--- src/lpht_pkg.sv ---
// Shared constants, types and status codes for the linear probe hash table.
package lpht_pkg;

   localparam int TABLE_DEPTH = 1024;
   localparam int KEY_BITS    = 32;
   localparam int VALUE_BITS  = 32;
   localparam int IDX_BITS    = $clog2(TABLE_DEPTH);
   localparam int CNT_BITS    = $clog2(TABLE_DEPTH + 1);
   localparam int STATUS_BITS = 3;

   // Remainder unit: key bits consumed per cycle
   localparam int MOD_DIGIT    = 4;
   localparam int MOD_STEPS    = (KEY_BITS + MOD_DIGIT - 1) / MOD_DIGIT;
   localparam int MOD_PAD      = MOD_STEPS * MOD_DIGIT;
   localparam int MOD_CNT_BITS = $clog2(MOD_STEPS);

   localparam logic [STATUS_BITS-1:0] ST_FOUND     = 3'd0;
   localparam logic [STATUS_BITS-1:0] ST_NOT_FOUND = 3'd1;
   localparam logic [STATUS_BITS-1:0] ST_INSERTED  = 3'd2;
   localparam logic [STATUS_BITS-1:0] ST_UPDATED   = 3'd3;
   localparam logic [STATUS_BITS-1:0] ST_FULL      = 3'd4;

   typedef struct packed {
      logic                  occ;
      logic [KEY_BITS-1:0]   key;
      logic [VALUE_BITS-1:0] value;
   } entry_type;

   typedef struct packed {
      logic                en;
      logic [IDX_BITS-1:0] addr;
      entry_type           data;
   } mem_wr_type;

   typedef struct packed {
      logic                en;
      logic [IDX_BITS-1:0] addr;
   } mem_rd_type;

endpackage

--- src/lpht_mod.sv ---
// Multi-cycle key remainder unit: key modulo bucket count, four bits a cycle.
module lpht_mod
   import lpht_pkg::*;
(
   input  logic                clock,
   input  logic                reset,
   input  logic                start,
   input  logic [KEY_BITS-1:0] dividend,
   input  logic [CNT_BITS-1:0] divisor,
   output logic                done,
   output logic [IDX_BITS-1:0] remainder
);

   logic [MOD_PAD-1:0]      shift_ff, shift_in;
   logic [IDX_BITS-1:0]     rem_ff, rem_in;
   logic [CNT_BITS-1:0]     divisor_ff;
   logic [MOD_CNT_BITS-1:0] step_ff, step_in;
   logic                    run_ff, run_in;
   logic                    done_ff, done_in;

   always_comb begin
      logic [CNT_BITS-1:0] t;
      logic [IDX_BITS-1:0] r;
      logic [MOD_PAD-1:0]  sh;
      r  = rem_ff;
      sh = shift_ff;
      for (int i = 0; i < MOD_DIGIT; i++) begin
         t  = {r, sh[MOD_PAD-1]};
         sh = {sh[MOD_PAD-2:0], 1'b0};
         if (t >= divisor_ff) begin
            t = t - divisor_ff;
         end
         r = t[IDX_BITS-1:0];
      end
      shift_in = shift_ff;
      rem_in   = rem_ff;
      step_in  = step_ff;
      run_in   = run_ff;
      done_in  = 1'b0;
      if (start) begin
         shift_in = MOD_PAD'(dividend);
         rem_in   = '0;
         step_in  = '0;
         run_in   = 1'b1;
      end else if (run_ff) begin
         shift_in = sh;
         rem_in   = r;
         step_in  = step_ff + 1'b1;
         if (step_ff == MOD_CNT_BITS'(MOD_STEPS - 1)) begin
            run_in  = 1'b0;
            done_in = 1'b1;
         end
      end
   end

   always_ff @(posedge clock) begin
      shift_ff <= shift_in;
      rem_ff   <= rem_in;
      if (start) begin
         divisor_ff <= divisor;
      end
      if (reset) begin
         step_ff <= '0;
         run_ff  <= 1'b0;
         done_ff <= 1'b0;
      end else begin
         step_ff <= step_in;
         run_ff  <= run_in;
         done_ff <= done_in;
      end
   end

   assign done      = done_ff;
   assign remainder = rem_ff;

endmodule

--- config.mk ---
export PLATFORM = sky130hd
export DESIGN_NAME = lpht_mod
export DESIGN_NICKNAME = d
export VERILOG_FILES = /design/src/lpht_pkg.sv /design/src/lpht_mod.sv
export SDC_FILE = /design/constraint.sdc
export NUM_CORES = 1
export LEC_CHECK = 0
export BUFFER_PORTS_ARGS = -buffer_cell sky130_fd_sc_hd__buf_4
export CAP_MARGIN = 40
export CORE_MARGIN = 2
export CORE_UTILIZATION = 44
export DETAILED_ROUTE_END_ITERATION = 7
export GPL_TIMING_DRIVEN = 0
export PLACE_DENSITY_LB_ADDON = 0.05
export SYNTH_ARGS = -nofsm -noshare
export SYNTH_HDL_FRONTEND = slang
export SYNTH_SLANG_ARGS = --single-unit
export TNS_END_PERCENT = 1
--- constraint.sdc ---
create_clock -name clock -period 13.7 [get_ports clock]
set_input_delay 2.74 -clock clock [delete_from_list [all_inputs] [get_ports clock]]
set_output_delay 2.74 -clock clock [all_outputs]
set_load 0.01 [all_outputs]
Word level (Yosys, flattened, before mapping)
Index checks and enable logic that the tools add are counted.
- input bits: 46
- bits in registers: 58
- output and inout port bits: 11
- logic and storage cells: 30
- magnitude comparators: 4
- $add $sub $neg: 5
- mux-type cells: 10
- bitwise operators: 1
- reductions and logical operators: 3
- equality and inequality tests: 1
- operators with widths (kind ; count):
    32-bit two-way mux ; 2
    11-bit >= comparator ; 4
    10-bit two-way mux ; 4
    10-bit subtractor ; 4
    1-bit two-way mux ; 4
    3-bit by 1-bit adder with 3-bit output (second input constant) ; 1
    3-bit equality test (second input constant) ; 1
    3-bit OR reduction ; 1
    2-bit nonzero test ; 1
    2-bit OR reduction ; 1
    1-bit inverter ; 1

Depth between registers and ports, before layout
Gate-level depths: netlist (run 1).
- word-level depth: 8
- gate-level depth with buffers: 35

Worst setup path after synthesis (run 1)
OpenSTA, ideal clock, no wires.
- path type: register to register
- from: register shift_ff[31]
- to: register rem_ff[5] (netlist: remainder[5])
- cell stages (with the launch flop): 34
- arrival time: 6889 ps
- setup slack: 6691 ps
- path through: edfxtp_1 > inv_1 > ha_1 > inv_1 > fa_1 > a211o_1 > a211o_1 > a21oi_1 > o21bai_1 > xor2_1 > mux2_2 > ha_1 > nand2_1 > or2_2 > o21ai_0 > buf_2 > nor2_1 > a21oi_1 > ha_1 > o21a_1 > o31a_1 > o31a_1 > o211ai_4 > a221oi_1 > a211oi_1 > inv_1 > ha_1 > o2111ai_1 > a311oi_1 > nor2_1 > nor2_1 > buf_2 > nor2_1 > a211o_1
- longest elaborated chain between the ends: 8
- elaborated cells between the ends (all ways): 12
- RTL lines (what ; RTL line ; text):
    start, declared ; lpht_mod.sv:14 ; logic [MOD_PAD-1:0] shift_ff, shift_in;
    start signal, assigned ; lpht_mod.sv:57 ; shift_ff <= shift_in;
    10-bit subtractor / 11-bit >= comparator (equally long branches) ; lpht_mod.sv:31, lpht_mod.sv:30 ;
    10-bit two-way mux (*) ; lpht_mod.sv:30 ; if (t >= divisor_ff) begin
    10-bit subtractor / 11-bit >= comparator (equally long branches) ; lpht_mod.sv:31, lpht_mod.sv:30 ;
    10-bit two-way mux (*) ; lpht_mod.sv:30 ;
    10-bit subtractor / 11-bit >= comparator (equally long branches) ; lpht_mod.sv:31, lpht_mod.sv:30 ;
    10-bit two-way mux (*) ; lpht_mod.sv:30 ;
    10-bit subtractor / 11-bit >= comparator (equally long branches) ; lpht_mod.sv:31, lpht_mod.sv:30 ;
    10-bit two-way mux (*) ; lpht_mod.sv:30 ;
    end signal, assigned ; lpht_mod.sv:58 ; rem_ff <= rem_in;
    end, declared ; lpht_mod.sv:15 ; logic [IDX_BITS-1:0] rem_ff, rem_in;
Every way passes the cells marked *; elsewhere a longest branch is shown, timed or not.
A chain may end at the register's enable or synchronous reset.

Worst setup path in the final report (run 1)
- from: register divisor_ff[0]
- to: register rem_ff[6] (netlist: remainder[6])
- longest elaborated chain between the ends: 8
- elaborated cells between the ends (all ways): 12
- RTL lines (what ; RTL line ; text):
    start, declared ; lpht_mod.sv:16 ; logic [CNT_BITS-1:0] divisor_ff;
    start signal, assigned ; lpht_mod.sv:60 ; divisor_ff <= divisor;
    10-bit subtractor / 11-bit >= comparator (equally long branches) ; lpht_mod.sv:31, lpht_mod.sv:30 ;
    10-bit two-way mux ; lpht_mod.sv:30 ;
    10-bit subtractor / 11-bit >= comparator (equally long branches) ; lpht_mod.sv:31, lpht_mod.sv:30 ;
    10-bit two-way mux ; lpht_mod.sv:30 ;
    10-bit subtractor / 11-bit >= comparator (equally long branches) ; lpht_mod.sv:31, lpht_mod.sv:30 ;
    10-bit two-way mux ; lpht_mod.sv:30 ;
    10-bit subtractor / 11-bit >= comparator (equally long branches) ; lpht_mod.sv:31, lpht_mod.sv:30 ;
    10-bit two-way mux (*) ; lpht_mod.sv:30 ;
Marks and branches as above.

==> out/results.txt, run 1 <==
Gr usage total: 22.90%
CTS Root Cell: clkbuf_8
Post CTS Setup Buffer Count: 0
Num Clock Sinks: 58
Die X: 108.4 um
Cells after DPL: 688
Ys Warns: 0
DR pass1 iterations: 4
Count of final max-slew check failures: 0
Fin nets: 655
Reg2reg start: divisor_ff[0]
# fillers: 1045
Largest stage delay, worst path: 680 ps
Syn nets: 587
XOR/XNOR share of the synthesized area: 4.017%
Yosys top cell area share: 26.92%
Skew-Pair Late Insertion Delay: 340 ps
Num rows: 38
WL final: 12480 um
Status: finished clean
Mapped Cells: 491
Via count: 4000
Synthesized area per cell: 9.770 um^2
Post-CTS Hold Buffers: 0
Buf/Inv on CP: 5
Final setup viols: 0
VDD IR max: 0.00008226 V
Overflow left after global routing: 0
Fin Hold WS: 529.8 ps
Port-buffer cells: 56
Fin crit share: 61.17%
Number of DRC markers in iteration 0: 299
Area Growth Syn to Fin: 16.17%
# resized after CTS: 0
Synth area leader: edfxtp_1
Simple-Gate Fraction of Synth Area: 12.81%
DR DRC count: 0
Max-slew headroom: 47.27%
Hpwl dp: 9832 um
Adder-Cell Fraction of Synth Area: 13.67%
Global placement routability congestion: 0.8818
Worst-path clk slew: 70 ps
Critical path origin: divisor_ff[0]
Initial antenna violation count: 0
Setup TNS: 0 ps
Num CTS Buffers: 9
Global-route wire length before repair: 20290 um
Post-layout min period: 8381 ps
Sequential-to-total area share from yosys stat: 33.18%
Mapped cell area: 0.004797 mm^2
Fmax: 119.3 MHz
Crit path DAT: 8620 ps
Layout cells sized above 1: 22.16%
Critical Path RT: 13940 ps
Number of global-route vias before repair: 3980
Number of distinct library cells after synthesis: 66
Largest net degree at the start of global routing: 20
Leakage: 2.454 nW
EDFF count, synth: 43
Critical path capture point type: flop
CP startpoint kind: flop
Core Region: 0.01075 mm^2
Synth Register Bits: 58
Die height: 108.4 um
CTS tree: built
Crit-path slowest cell: a21oi_1
Skew final: 9.924 ps
Hold WC Path Type: flop to flop
CP Class: flop to flop
CP max FO: 10
Unrepaired setup endpoints after global routing: no
DIE AREA: 0.01175 mm^2
Most frequent cell after synthesis: ha_1
# diodes: 0
MaxCap Viol Count: 0
Fin cells: 704
Least-Margin Pin Slew: 790.9 ps
Initial Util: 44.64%
Top Family by Delay on Critical Path: compound AO/OA/AOI/OAI gates
Async SR Flop Fraction: 0%
Primary FF master, synth: edfxtp_1
Most used cell, CP: ha_1
Pwr/cell area: 222.5 mW/mm^2
Synth Area in Compound Gates: 21.75%
CTS H-tree lvls: 3
Min-delay src: step_ff[1]
Vias per inst: 5.682
Mux contribution to synthesized area: 10.54%
Routed len/inst: 17.72 um
I/O pin cnt: 57
Largest family of logic cells by synthesized area: compound AO/OA/AOI/OAI gates
Final hold vios: 0
Post-synth top cells: ha_1, edfxtp_1, inv_1, mux2_2, nor2_1
Leading post-synthesis cells by cell area: edfxtp_1, ha_1, mux2_2
CTS max path bufs: 2
Antenna viol nets, final: 0
-- registers in the layout (all words and copies together), names as in the netlist --
name,flops
divisor_ff,11
step_ff,3
done,1
shift_ff,32
run_ff,1
remainder,10
-- stage by stage --
stage	utilization [%]	power (mW)	cell area, um^2	setup WS [ps]
after floorplan	-	0.9064	4797	6691
after global placement	50.19	1.095	5393	5363
after detailed placement	50.44	1.106	5420	5412
after CTS	51.86	1.242	5573	5349
after global routing	51.86	1.359	5573	4703
final	51.86	1.240	5573	5319
-- layer usage --
layer / GRT usage (%) / vias to the layer above / routed length [um]
li1: - / 2000 / -
met1: 29.19 / 1875 / 5411
met2: 37.72 / 101 / 6014
met3: 3.797 / 24 / 662
met4: 10.90 / 0 / 389
met5: 0 / - / 0
-- worst reg2reg max path, delay by kind of cell, from the launching register on --
kind | cells | cell delay, ps
AND/OR/NAND/NOR | 5 | 870
multiplexers | 2 | 680
buffers and inverters | 5 | 920
AO/OA/AOI/OAI | 11 | 3530
XOR/XNOR | 1 | 140
flip-flops | 1 | 460
adder cells (fa/ha/maj) | 5 | 1680
-- final cells by class --
class                   instances  area (um^2)  share of cell area (%)
flip-flops and latches         58         1592                   28.56
plain buffers                  14        58.81                   1.055
inverters                      36        135.1                   2.425
clock buffers                  11        131.4                   2.357
multi-input cells             383         3012                   54.04
clock inverters                 5        21.27                  0.3817
well taps                     140        175.2                   3.143
repair buffers                 57        447.9                   8.038
-- worst paths after layout --
path / end / slack, ps / cells after the start
worst min register to register: step_ff[1] / 530 / 2
worst min-delay path: step_ff[1] / 530 / 2
worst max register to register: remainder[6] / 5320 / 29
worst max-delay path: remainder[6] / 5320 / 29
-- report_power, final --
part	internal (mW)	switching, mW	total (mW)
Clock	0.0631	0.0639	0.127
Combinational	0.381	0.502	0.883
Sequential	0.213	0.0166	0.229
Total	0.657	0.583	1.24
-- cells by family (layout without fill, tap and decap cells) --
family	Yosys count	in the layout
xor gates and xnor gates	22	22
and+or+nand+nor	120	120
buffers and inverters	50	123
muxes	45	45
DFF	58	58
adders and majority gates	50	50
AOI/OAI and AO/OA	146	146
-- placed cells by master, fill, tap and decap left out, types with 10 or more instances in the layout --
cell type  count
edfxtp_1      43
nor3_1        14
xnor2_1       15
a21o_1        10
a211oi_1      13
mux2_2        36
a21oi_1       32
o21a_1        12
dfxtp_1       15
nand2_1       21
inv_1         36
nor2_1        36
ha_1          46
o21ai_0       16
buf_4         56
Note: power is estimated with default switching activity, not from simulation.
==> run 2: changes to the inputs <==
Clock period 13.7 ns to 7.9 ns, I/O delays scaled along.
==> out/results.txt, run 2 (synthesis gave the netlist of run 1 again) <==
Status: finished clean
Hold WC Path Type: flop to flop
CP max FO: 10
Max reg flops: 32
CTS H-tree lvls: 3
CP Class: flop to flop
CTS Root Cell: clkbuf_8
Area Growth Syn to Fin: 23.40%
Combinational share of power: 74.4%
Critical Path RT: 8140 ps
Num CTS Buffers: 9
Largest stage delay, worst path: 400 ps
Count of final max-slew check failures: 0
DR DRC count: 0
Hpwl dp: 9832 um
Worst-path clk slew: 70 ps
DR pass1 iterations: 4
Reg power frac: 16.4%
Reg2reg start: shift_ff[31]
Initial antenna violation count: 0
Fin cells: 720
Global-route wire length before repair: 20330 um
CP startpoint kind: flop
Skew-Pair Late Insertion Delay: 350 ps
Reg2Reg Depth: 33
Die height: 108.4 um
# diodes: 0
Initial Util: 44.64%
I/O pin cnt: 57
Gr usage total: 22.96%
Final Total Pwr: 2.424 mW
FF-to-FF End: remainder[6]
Die X: 108.4 um
Largest net degree at the start of global routing: 20
Net Sw Power: 1.127 mW
Post-layout min period: 7666 ps
Antenna viol nets, final: 0
Commonest non-fill, non-tap cell in the layout: buf_4
Critical path capture point type: flop
Skew final: 10.68 ps
Num Clock Sinks: 58
Least-Margin Pin Slew: 619.4 ps
Pwr/cell area: 409.5 mW/mm^2
Most used cell, CP: a211o_1
# fillers: 1017
Final WS setup: 234.1 ps
CTS tree: built
DIE AREA: 0.01175 mm^2
Vias per inst: 5.699
FF-to-FF setup slack: 230 ps
Min-delay src: step_ff[1]
Leakage: 2.543 nW
Layout cells sized above 1: 29.66%
WHS Path Cells: 2
Switching Share: 46.52%
Int Power: 1.296 mW
Cells after DPL: 688
MaxCap Viol Count: 0
WL final: 13000 um
Fmax: 130.4 MHz
Fin nets: 671
Overflow left after global routing: 0
Hold endpoint: step_ff[1]
Port-buffer cells: 56
Global placement routability congestion: 0.8818
Num rows: 38
Setup TNS: 0 ps
Number of DRC markers in iteration 0: 256
Final hold vios: 0
Max-slew headroom: 58.71%
Crit path DAT: 7910 ps
Commonest cells after routing, fill and taps aside: buf_4, edfxtp_1, ha_1
Fin crit share: 97.04%
DP Area: 0.005420 mm^2
Number of global-route vias before repair: 4007
Pre-CTS setup slack: -388.1 ps
Clock power frac: 9.2%
Via count: 4103
Crit-path slowest cell: o31a_1
Final setup viols: 0
VDD IR max: 0.0001649 V
Fin area: 0.005919 mm^2
Routed len/inst: 18.05 um
Largest reg by FF count: shift_ff
Core Region: 0.01075 mm^2
CTS max path bufs: 2
run 2: cell count changes in the layout (fill, tap and decap cells not counted), sizes merged:
cell,change
clkinvlp,+1
inv,-1
buf,+15
clkbuf,+1
run 2: critical path: cells and delay by family, from the launching register on:
kind	cells	cell delay [ps]
adder cells (fa/ha/maj)	5	1400
multiplexers	2	680
XOR/XNOR	1	140
flip-flops	1	370
AND/OR/NAND/NOR	6	830
buffers and inverters	5	600
AO/OA/AOI/OAI	14	3540
run 2: layout make-up:
class / instances / area [um^2] / area share (%)
clock buffer: 11 / 131.4 / 2.219
multi-input combinational: 383 / 3223 / 54.45
clock inverter: 5 / 21.27 / 0.3593
tap: 140 / 175.2 / 2.959
sequential: 58 / 1592 / 26.89
inverter: 36 / 138.9 / 2.346
timing repair buffer: 73 / 568.0 / 9.596
buffer: 14 / 70.07 / 1.184
run 2: per-stage QoR:
| step | utilization, % | hold WS, ps |
|---|---|---|
| floorplan | - | 497.2 |
| global placement | 50.19 | 517.7 |
| detailed placement | 50.44 | 526.2 |
| CTS | 52.39 | 536.3 |
| global route | 55.09 | 551.7 |
| finish | 55.09 | 533.4 |
run 2: worst max-delay path by stage:
stage	startpoint	end	slack, ps	depth (start not counted)
finish	shift_ff[31]	remainder[6]	230	33
global route	shift_ff[31]	remainder[6]	-80	33
CTS	divisor_ff[0]	remainder[5]	4	32
detailed placement	divisor_ff[1]	remainder[6]	-390	28
global placement	divisor_ff[1]	remainder[6]	-440	28
floorplan	shift_ff[31]	remainder[5]	890	33
run 2: power by group through the flow:
stage | Clock, mW | Combinational (mW) | Sequential (mW)
finish | 0.222 | 1.80 | 0.398
global route | 0.243 | 1.98 | 0.402
CTS | 0.234 | 1.55 | 0.399
detailed placement | 0 | 1.51 | 0.405
global placement | 0 | 1.49 | 0.404
floorplan | 0 | 1.17 | 0.398
run 2: per-layer routing:
metal | part of all wire [%] | up-vias | wire, um | GRT usage (%)
met5 | 0 | - | 0 | 0
met4 | 2.1 | 0 | 274 | 11.45
met3 | 4.6 | 20 | 594 | 4.039
met2 | 50 | 84 | 6465 | 37.72
met1 | 44 | 1962 | 5661 | 29.00
li1 | - | 2037 | - | -
run 2: what timing repair did:
action / 4_1_cts / 5_1_grt
pin swaps: 1 / 15
hold buffers: 0 / 0
setup buffers: 4 / 12
gates resized for setup: 8 / 41
endpoints found under the hold margin: 0 / 0
endpoints found under the setup margin: 10 / 10
==> run 3: changes to the inputs <==
Settings changed: CORE_UTILIZATION 44 to 54.
Clock period 7.9 ns to 6.7 ns, I/O delays scaled along.
==> out/results.txt, run 3 (synthesis gave the netlist of run 1 again) <==
Fin cells: 723
DP Area: 0.005458 mm^2
Switching Share: 45.37%
Core Util, Final: 75.69%
CTS Root Cell: clkbuf_8
CP startpoint kind: flop
Port-buffer cells: 56
DIE AREA: 0.009653 mm^2
Commonest non-fill, non-tap cell in the layout: buf_4
Failing checks: setup timing
Global placement routability congestion: 0.9762
Final setup viols: 10
DR pass1 iterations: 5
CP Class: flop to flop
Worst-path clk slew: 70 ps
WL final: 13730 um
Reg power frac: 13.2%
Routed len/inst: 18.99 um
MaxCap Viol Count: 0
Pre-CTS setup slack: -1256 ps
Fin Hold WS: 532.0 ps
Area of the multi-input gates: 0.003590 mm^2
# diodes: 0
I/O pin cnt: 57
Setup TNS: -5815 ps
Most used cell, CP: ha_4
Count of final max-slew check failures: 0
Fin area: 0.006569 mm^2
Die X: 98.25 um
Hold WC Path Type: flop to flop
Unrepaired setup endpoints after global routing: yes
Global-route wire length before repair: 20420 um
Fmax: 136.0 MHz
Overflow left after global routing: 0
VDD IR max: 0.0002865 V
Layout cells sized above 1: 42.60%
Max-slew headroom: 45.96%
Pwr/cell area: 544.6 mW/mm^2
Max reg flops: 32
Initial Util: 55.28%
Skew final: 11.00 ps
Area Growth Syn to Fin: 36.93%
Hpwl dp: 9366 um
Leakage: 2.778 nW
Antenna viol nets, final: 0
Fin nets: 706
CTS H-tree lvls: 3
DR DRC count: 0
CTS tree: built
Vias per inst: 6.047
Final WS setup: -650.8 ps
Final hold vios: 0
Combinational share of power: 77.9%
Skew-Pair Late Insertion Delay: 330 ps
Largest stage delay, worst path: 380 ps
Crit path DAT: 7540 ps
Int Power: 1.954 mW
Die height: 98.25 um
Num rows: 34
# fillers: 582
Final Total Pwr: 3.577 mW
Critical Path RT: 6890 ps
Critical path capture point type: flop
Core Region: 0.008678 mm^2
Crit-path slowest cell: edfxtp_1
Least-Margin Pin Slew: 809.8 ps
Via count: 4372
Net Sw Power: 1.623 mW
CTS max path bufs: 2
Num CTS Buffers: 9
Clock power frac: 8.9%
Largest reg by FF count: shift_ff
Sequential cell area: 0.001592 mm^2
Number of DRC markers in iteration 0: 191
Status: finished with violations
Fin crit share: 109.7%
Largest net degree at the start of global routing: 21
Num Clock Sinks: 58
Commonest cells after routing, fill and taps aside: buf_4, edfxtp_1, nor2_1, mux2_2, ha_1
Initial antenna violation count: 0
Cells after DPL: 656
Gr usage total: 27.02%
CP max FO: 5
Number of global-route vias before repair: 4212
Post-layout min period: 7351 ps
-- run 3: changes by cell type in the layout (fill, tap and decap cells not counted), moves of 5 or more --
| cell | change |
|---|---|
| buf_4 | +31 |
| ha_1 | -12 |
| inv_1 | -10 |
| ha_4 | +8 |
| inv_2 | +8 |
| a21oi_1 | -5 |
| buf_6 | +5 |
-- run 3: critical path, delay by kind of cell (launching register included) --
| family | cells | cell delay (ps) |
|---|---|---|
| DFF | 1 | 380 |
| and+or+nand+nor | 7 | 930 |
| xor gates and xnor gates | 1 | 160 |
| adders and majority gates | 5 | 1340 |
| buffers and inverters | 7 | 860 |
| muxes | 3 | 680 |
| AOI/OAI and AO/OA | 13 | 2830 |
-- run 3: power groups by stage --
stage | clock network, mW | registers, mW | logic [mW]
after global routing | 0.339 | 0.477 | 2.98
after detailed placement | 0 | 0.477 | 1.87
after floorplan | 0 | 0.470 | 1.46
after CTS | 0.325 | 0.471 | 2.34
after global placement | 0 | 0.476 | 1.83
final | 0.318 | 0.473 | 2.79
-- run 3: timing repair --
| item | CTS | global route |
|---|---|---|
| gates cloned | 1 | 0 |
| pin swaps | 41 | 39 |
| gates resized for setup | 60 | 52 |
| setup endpoints to repair | 10 | 10 |
| hold buffers | 0 | 0 |
| setup buffers | 27 | 24 |
-- run 3: routing by layer --
metal	vias to the layer above	GRT usage (%)	share of wire, %	wire length, um
met4	0	13.80	3.8	520
met2	134	45.94	51	7029
li1	2092	-	-	-
met5	-	0	0	0
met3	42	5.369	4.6	628
met1	2104	32.56	40	5550
-- run 3: cell type report --
cell class              count  area share, %
clock inverters             5         0.8190
flip-flops and latches     58          24.23
clock buffers              11          2.152
well taps                 108          2.057
repair buffers            109          12.70
plain buffers              13          1.162
multi-input cells         383          54.65
inverters                  36          2.229
-- run 3: final timing paths --
check,from,end,depth (start not counted),slack [ps]
setup / recovery,shift_ff[31],remainder[1],36,-650
hold / removal,step_ff[2],step_ff[2],2,530
setup reg to reg,shift_ff[31],remainder[1],36,-650
hold reg to reg,step_ff[2],step_ff[2],2,530
